File: config.mk
export PLATFORM = sky130hd
export DESIGN_NAME = sorted_set_merge_engine
export DESIGN_NICKNAME = d
export VERILOG_FILES = /design/src/design/ssme_pkg.sv /design/src/design/ssme_ctrl.sv /design/src/design/ssme_datapath.sv /design/src/design/sorted_set_merge_engine.sv
export SDC_FILE = /design/constraint.sdc
export NUM_CORES = 2
export LEC_CHECK = 0
export BUFFER_PORTS_ARGS = -buffer_cell sky130_fd_sc_hd__clkbuf_2
export CORE_MARGIN = 5
export CORE_UTILIZATION = 57
export CTS_BUF_LIST = sky130_fd_sc_hd__clkbuf_16
export DETAILED_ROUTE_END_ITERATION = 10
export PLACE_DENSITY = 0.76
export RECOVER_POWER = 100
export SYNTH_ARGS = -nofsm -noshare
export SYNTH_HDL_FRONTEND = slang
export SYNTH_SLANG_ARGS = --single-unit
File: constraint.sdc
create_clock -name clock -period 3.9 [get_ports clock]
set_input_delay 0.195 -clock clock [delete_from_list [all_inputs] [get_ports clock]]
set_output_delay 0.195 -clock clock [all_outputs]
set_load 0.005 [all_outputs]
File: src/design/ssme_pkg.sv
`timescale 1ns / 1ps
// ----------------------------------------------------------------------------
// ssme_pkg
// Shared constants, codes and controller/datapath interface types for the
// sorted set merge engine.
// ----------------------------------------------------------------------------
package ssme_pkg;

   localparam int SET_DEPTH_DEFAULT = 32;
   localparam int ELEM_W            = 32;
   localparam int ACTION_W          = 2;
   localparam int MODE_W            = 2;

   localparam logic [ACTION_W-1:0] ACTION_LOAD_A = 2'd0;
   localparam logic [ACTION_W-1:0] ACTION_LOAD_B = 2'd1;
   localparam logic [ACTION_W-1:0] ACTION_RUN    = 2'd2;

   localparam logic [MODE_W-1:0] MODE_UNION     = 2'd0;
   localparam logic [MODE_W-1:0] MODE_INTERSECT = 2'd1;
   localparam logic [MODE_W-1:0] MODE_DIFF      = 2'd2;
   localparam logic [MODE_W-1:0] MODE_RESERVED  = 2'd3;

   typedef struct packed {
      logic load_a;
      logic load_b;
      logic step;
      logic finish;
   } cmd_type;

   typedef struct packed {
      logic walk_done;
   } status_type;

endpackage

File: src/design/ssme_ctrl.sv
`timescale 1ns / 1ps
// ----------------------------------------------------------------------------
// ssme_ctrl
// Controller: decodes request beats into load and run commands and
// sequences the pointer walk until the datapath reports it done.
// ----------------------------------------------------------------------------
module ssme_ctrl (
   input  logic                           clock,
   input  logic                           reset,
   input  logic                           start,
   input  logic [ssme_pkg::ACTION_W-1:0]  action,
   input  ssme_pkg::status_type           status,
   output ssme_pkg::cmd_type              cmd,
   output logic                           busy
);
   import ssme_pkg::*;

   localparam logic STATE_IDLE = 1'b0;
   localparam logic STATE_WALK = 1'b1;

   logic state_ff;
   logic state_in;

   always_comb begin
      state_in = state_ff;
      cmd      = '0;
      unique case (state_ff)
         STATE_IDLE: begin
            if (start) begin
               cmd.load_a = (action == ACTION_LOAD_A);
               cmd.load_b = (action == ACTION_LOAD_B);
               if (action == ACTION_RUN) begin
                  state_in = STATE_WALK;
               end
            end
         end
         STATE_WALK: begin
            if (status.walk_done) begin
               cmd.finish = 1'b1;
               state_in   = STATE_IDLE;
            end else begin
               cmd.step = 1'b1;
            end
         end
         default: begin
            state_in = STATE_IDLE;
         end
      endcase
   end

   always_ff @(posedge clock) begin
      if (reset) begin
         state_ff <= STATE_IDLE;
      end else begin
         state_ff <= state_in;
      end
   end

   assign busy = (state_ff == STATE_WALK);

endmodule

File: src/design/ssme_datapath.sv
`timescale 1ns / 1ps
// ----------------------------------------------------------------------------
// ssme_datapath
// List stores, counts, walk pointers, compare/select and the one-deep
// pending result that lets the final beat carry its last flag.
// ----------------------------------------------------------------------------
module ssme_datapath #(
   parameter int SetDepth = ssme_pkg::SET_DEPTH_DEFAULT
) (
   input  logic                                clock,
   input  logic                                reset,
   input  logic                                csr_write_enable,
   input  logic [ssme_pkg::MODE_W-1:0]         csr_write_data,
   input  logic signed [ssme_pkg::ELEM_W-1:0]  value,
   input  ssme_pkg::cmd_type                   cmd,
   output ssme_pkg::status_type                status,
   output logic                                rsp_strobe,
   output logic signed [ssme_pkg::ELEM_W-1:0]  rsp_element,
   output logic                                rsp_is_last,
   output logic                                rsp_is_empty
);
   import ssme_pkg::*;

   localparam int CW = $clog2(SetDepth + 1);
   localparam int AW = (SetDepth > 1) ? $clog2(SetDepth) : 1;

   logic [MODE_W-1:0] mode_ff;

   logic signed [ELEM_W-1:0] mem_a [SetDepth];
   logic signed [ELEM_W-1:0] mem_b [SetDepth];
   logic signed [ELEM_W-1:0] rd_a_ff;
   logic signed [ELEM_W-1:0] rd_b_ff;

   logic [CW-1:0] count_a_ff, count_a_in;
   logic [CW-1:0] count_b_ff, count_b_in;
   logic [CW-1:0] ptr_a_ff, ptr_a_in;
   logic [CW-1:0] ptr_b_ff, ptr_b_in;

   logic                     pend_valid_ff;
   logic signed [ELEM_W-1:0] pend_ff;

   logic                     strobe_ff;
   logic signed [ELEM_W-1:0] element_ff;
   logic                     last_ff;
   logic                     empty_ff;

   logic                     a_avail, b_avail, a_full, b_full;
   logic                     cand_valid, adv_a, adv_b, walk_done;
   logic signed [ELEM_W-1:0] cand;

   assign a_full  = (count_a_ff >= CW'(SetDepth));
   assign b_full  = (count_b_ff >= CW'(SetDepth));
   assign a_avail = (ptr_a_ff < count_a_ff);
   assign b_avail = (ptr_b_ff < count_b_ff);

   // one merge decision per cycle
   always_comb begin
      cand_valid = 1'b0;
      cand       = rd_a_ff;
      adv_a      = 1'b0;
      adv_b      = 1'b0;
      walk_done  = 1'b0;
      priority if (mode_ff == MODE_RESERVED) begin
         walk_done = 1'b1;
      end else if (a_avail && b_avail) begin
         if (rd_a_ff < rd_b_ff) begin
            adv_a      = 1'b1;
            cand_valid = (mode_ff != MODE_INTERSECT);
         end else if (rd_a_ff > rd_b_ff) begin
            adv_b      = 1'b1;
            cand_valid = (mode_ff == MODE_UNION);
            cand       = rd_b_ff;
         end else begin
            adv_a      = 1'b1;
            adv_b      = 1'b1;
            cand_valid = (mode_ff != MODE_DIFF);
         end
      end else if (a_avail && (mode_ff != MODE_INTERSECT)) begin
         adv_a      = 1'b1;
         cand_valid = 1'b1;
      end else if (b_avail && (mode_ff == MODE_UNION)) begin
         adv_b      = 1'b1;
         cand_valid = 1'b1;
         cand       = rd_b_ff;
      end else begin
         walk_done = 1'b1;
      end
   end

   assign status.walk_done = walk_done;

   always_comb begin
      ptr_a_in   = ptr_a_ff;
      ptr_b_in   = ptr_b_ff;
      count_a_in = count_a_ff;
      count_b_in = count_b_ff;
      if (cmd.finish) begin
         ptr_a_in   = '0;
         ptr_b_in   = '0;
         count_a_in = '0;
         count_b_in = '0;
      end else if (cmd.step) begin
         if (adv_a) begin
            ptr_a_in = ptr_a_ff + CW'(1);
         end
         if (adv_b) begin
            ptr_b_in = ptr_b_ff + CW'(1);
         end
      end
      if (cmd.load_a && !a_full) begin
         count_a_in = count_a_ff + CW'(1);
      end
      if (cmd.load_b && !b_full) begin
         count_b_in = count_b_ff + CW'(1);
      end
   end

   // stores: write at count, read at next pointer
   always_ff @(posedge clock) begin
      if (cmd.load_a && !a_full) begin
         mem_a[count_a_ff[AW-1:0]] <= value;
      end
      rd_a_ff <= mem_a[ptr_a_in[AW-1:0]];
   end

   always_ff @(posedge clock) begin
      if (cmd.load_b && !b_full) begin
         mem_b[count_b_ff[AW-1:0]] <= value;
      end
      rd_b_ff <= mem_b[ptr_b_in[AW-1:0]];
   end

   always_ff @(posedge clock) begin
      if (reset) begin
         mode_ff       <= MODE_UNION;
         count_a_ff    <= '0;
         count_b_ff    <= '0;
         ptr_a_ff      <= '0;
         ptr_b_ff      <= '0;
         pend_valid_ff <= 1'b0;
         strobe_ff     <= 1'b0;
      end else begin
         if (csr_write_enable) begin
            mode_ff <= csr_write_data;
         end
         count_a_ff <= count_a_in;
         count_b_ff <= count_b_in;
         ptr_a_ff   <= ptr_a_in;
         ptr_b_ff   <= ptr_b_in;
         strobe_ff  <= cmd.finish || (cmd.step && cand_valid && pend_valid_ff);
         if (cmd.finish) begin
            pend_valid_ff <= 1'b0;
         end else if (cmd.step && cand_valid) begin
            pend_valid_ff <= 1'b1;
         end
      end
   end

   // pending beat goes out when a newer one arrives or the walk ends
   always_ff @(posedge clock) begin
      if (cmd.step && cand_valid) begin
         pend_ff <= cand;
      end
      if (cmd.finish) begin
         element_ff <= pend_valid_ff ? pend_ff : '0;
         last_ff    <= 1'b1;
         empty_ff   <= !pend_valid_ff;
      end else begin
         element_ff <= pend_ff;
         last_ff    <= 1'b0;
         empty_ff   <= 1'b0;
      end
   end

   assign rsp_strobe   = strobe_ff;
   assign rsp_element  = element_ff;
   assign rsp_is_last  = last_ff;
   assign rsp_is_empty = empty_ff;

endmodule

File: src/design/sorted_set_merge_engine.sv
`timescale 1ns / 1ps
// ----------------------------------------------------------------------------
// sorted_set_merge_engine
// Loads two ascending lists and merges them as union, intersection or
// A minus B, at most one result beat per merge decision.
//
// Channel   Ports                                   Handshake
// request   req_action, req_value                   start & !busy
// response  rsp_element, rsp_is_last, rsp_is_empty  rsp_strobe, one cycle
// config    csr_write_data                          csr_write_enable
//
// A load beat leaves busy low. A run beat raises busy while the walk takes
// its pointer steps (at most count A + count B) and then while it issues the
// finish command. A kept element is held until the next kept element or the
// finish command and leaves on the cycle after that; the last beat leaves on
// the cycle after the finish command. The walk is set by the two-pointer
// compare loop, one store read per list per cycle. Reset is synchronous and
// clears counts, mode and control; the stores need no clearing. The receiver
// cannot stall the response.
// ----------------------------------------------------------------------------
module sorted_set_merge_engine #(
   parameter int SetDepth = ssme_pkg::SET_DEPTH_DEFAULT
) (
   input  logic                                clock,
   input  logic                                reset,
   input  logic                                start,
   output logic                                busy,
   input  logic [ssme_pkg::ACTION_W-1:0]       req_action,
   input  logic signed [ssme_pkg::ELEM_W-1:0]  req_value,
   output logic                                rsp_strobe,
   output logic signed [ssme_pkg::ELEM_W-1:0]  rsp_element,
   output logic                                rsp_is_last,
   output logic                                rsp_is_empty,
   input  logic                                csr_write_enable,
   input  logic [ssme_pkg::MODE_W-1:0]         csr_write_data
);
   import ssme_pkg::*;

   cmd_type    cmd;
   status_type status;

   ssme_ctrl u_ctrl (
      .clock  (clock),
      .reset  (reset),
      .start  (start),
      .action (req_action),
      .status (status),
      .cmd    (cmd),
      .busy   (busy)
   );

   ssme_datapath #(
      .SetDepth (SetDepth)
   ) u_datapath (
      .clock            (clock),
      .reset            (reset),
      .csr_write_enable (csr_write_enable),
      .csr_write_data   (csr_write_data),
      .value            (req_value),
      .cmd              (cmd),
      .status           (status),
      .rsp_strobe       (rsp_strobe),
      .rsp_element      (rsp_element),
      .rsp_is_last      (rsp_is_last),
      .rsp_is_empty     (rsp_is_empty)
   );

endmodule
==> out/qor.txt <==
outcome: finished, violations left
violated checks: capacitance limit, slew limit, setup timing
Placeable Area: 148000 um^2
Lkg Pwr: 37.1 nW
Via density: 6.76
Seq/Total Area, Yosys: 76.3%
Synthesis Warnings: 0
drt pass-1 iters: 9
# rows: 141
Syn Area/Cell: 13.8 um^2
Final Util: 70.5%
CTS tree: built
Setup CP Type: flip-flop to flip-flop
Routed wire per std cell: 30.7 um
largest net degree at the start of global routing: 65
io pins: 76
post-synthesis async set-or-reset flop share: 0%
clock slew at reported path FFs: 60 ps
ANT nets after route: 0
# DRC: 0
Layout fillers: 8580
vias in the first global route: 57593
ranking of synthesized cells by area: edfxtp_1 (73%), nand2_1 (6.8%), a21oi_1 (3.1%), dfxtp_1 (3.0%), a22oi_1 (2.3%)
PwrDens: 454 nW/um^2
GR Overflow Total: 0
Num Clock Sinks: 2207
initial antenna violation count: 8
Storage cell area: 65100 um^2
Critical Path AT: 4810 ps
H-tree levels: 4
Worst Max-Slew Pin Slew: 3590 ps
post-route cell area: 104000 um^2
Post-Syn Nets: 6283
GP Congestion: 0.904
crit end category: flip-flop
normalized max-slew margin: -139%
Multi-input gate area: 20700 um^2
Power Total: 0.0474 W
post-synthesis cell area: 85200 um^2
maxcap violations: 40
dpl hpwl: 146 mm
Final Hold Viols: 0
Max Fclk: 245 MHz
Synth cell types: 71
Die Y: 397 um
Setup-failing EPs final: 54
most frequent cell after synthesis: edfxtp_1
worst setup margin: -189 ps
crit-path max FO: 9
unrepaired setup endpoints after global routing: true
Peak VDD IR: 0.457 mV
Critical Path RT: 4620 ps
CTS buffer count: 207
Nets: 6966
cells after synthesis: 6191
via count: 60812
Setup Skew: 33.3 ps
Top FF cell, synth: edfxtp_1
CTS Buffer Depth: 3
Detailed Route Iter0 Violations: 10848
Post-synth EDFFs: 2080
Buffers on Ports: 75
Initial Util: 57.5%
period utilization: 105%
Synth top cells by count: edfxtp_1 (2080), nand2_1 (1541), a21oi_1 (533)
GRT Util Overall: 32.7%
CP startpoint kind: flip-flop
first-pass GRT wire length: 376 mm
Hold WS: 116 ps
Max Transition Viols Final: 1949
Yosys top cell by area: edfxtp_1
Hold WC Path Type: primary input to flip-flop
Die ar.: 157000 um^2
register bit total from synthesis: 2207
min Tclk post-route: 4090 ps
Yosys top cell area share: 73.3%
latest clock arrival within the worst-skew pair: 860 ps
Placement Cell Area: 92900 um^2
layout cells sized above 1: 20.7%
root buffer cell: clkbuf_16
Area Growth Syn to Fin: 22.6%
die width: 397 um
final wirelength: 276 mm
## layout by cell type (no fill, tap or decap), types with 82 or more instances in the layout
cell type,netlist,layout
dfxtp_1,127,90
clkbuf_1,148,82
buf_12,0,136
nand3_1,351,341
nand4_1,105,105
a31oi_1,164,148
clkbuf_16,0,231
buf_4,8,495
a21oi_1,533,521
nand2_1,1541,1527
a22oi_1,257,215
edfxtp_1,2080,2080
## critical path, cell delays in order (launching register included)
cell and delay [ps]:
dfxtp_2 360, inv_2 80, ha_4 300, nand3_4 110
nor4_4 270, buf_4 200, and2_4 160, o22a_4 160
o31ai_4 100, a21o_1 240, buf_6 130, buf_6 110
a31oi_4 190, buf_12 160, buf_16 180, buf_16 150
nand2_1 110, a31oi_2 220, nand4_1 220, a32oi_4 470
## power breakdown
| group | switching (W) | internal, W |
|---|---|---|
| Combinational | 0.000808 | 0.000285 |
| Sequential | 0.0000673 | 0.0260 |
| Clock | 0.00895 | 0.0113 |
| Total | 0.00982 | 0.0376 |
## path summary, 6_finish.rpt
check	start	to	slack, ps	cells past startpoint
max	u_datapath.rd_b_ff[21]	u_datapath.rd_b_ff[27]	-190	19
max reg2reg	u_datapath.rd_b_ff[21]	u_datapath.rd_b_ff[27]	-190	19
min reg2reg	u_datapath.pend_ff[8]	u_datapath.rsp_element[8]	450	1
min	req_action[0]	u_datapath.count_a_ff[4]	120	5
## kinds of logic after synthesis
family	count (synthesis)	synth area share [%]
buffers and inverters	454	2.36
multiplexers	43	0.549
XOR/XNOR	10	0.103
adder cells (fa/ha/maj)	52	0.764
AO/OA/AOI/OAI	1225	8.89
flip-flops	2207	76.3
AND/OR/NAND/NOR	2200	11.0
## flip-flops by register name, indices dropped and copies added, names as in the netlist
register                  cells
u_datapath.mem_a           1024
u_datapath.mem_b           1024
u_datapath.pend_ff           32
u_datapath.rd_a_ff           32
u_datapath.rd_b_ff           32
u_datapath.rsp_element       32
u_datapath.count_a_ff         6
u_datapath.count_b_ff         6
u_datapath.ptr_a_ff           6
u_datapath.ptr_b_ff           6
u_datapath.mode_ff            2
u_ctrl.busy                   1
u_datapath.pend_valid_ff      1
u_datapath.rsp_is_empty       1
u_datapath.rsp_is_last        1
u_datapath.rsp_strobe         1
## cell type report
| type | instances | share of cell area, % |
|---|---|---|
| inverters | 53 | 0.198 |
| diodes | 7 | 0.0168 |
| clock inverters | 180 | 1.46 |
| repair buffers | 875 | 8.90 |
| multi-input cells | 3530 | 19.8 |
| well taps | 1930 | 2.31 |
| clock buffers | 210 | 5.03 |
| flip-flops and latches | 2207 | 62.3 |
## layer usage
layer | share of wire, % | track usage [%] | routed length [um]
met1 | 33 | 44.1 | 91700
met2 | 44 | 48.9 | 121000
met3 | 16 | 9.84 | 44100
met4 | 6.7 | 16.4 | 18500
met5 | 0.0098 | 0 | 27
## through the flow
| step | instances | worst slack (ps) | TNS [ps] |
|---|---|---|---|
| final | 8992 | -189 | -2740 |
| after global routing | 8985 | -256 | -9050 |
| after CTS | 8885 | -30.9 | -30.9 |
| after detailed placement | 8398 | -794 | -17440 |
| after global placement | 8398 | -711 | -13740 |
| after floorplan | 6191 | 283 | 0 |
## what timing repair did
action                     CTS  global route
resized for setup          190           277
hold endpoints to repair   375             0
hold buffers                25             0
buffers inserted            55            86
setup endpoints to repair   64            64
pin swaps                   47           131
cloned                      18            22
Power figures use the tool's default switching activity.
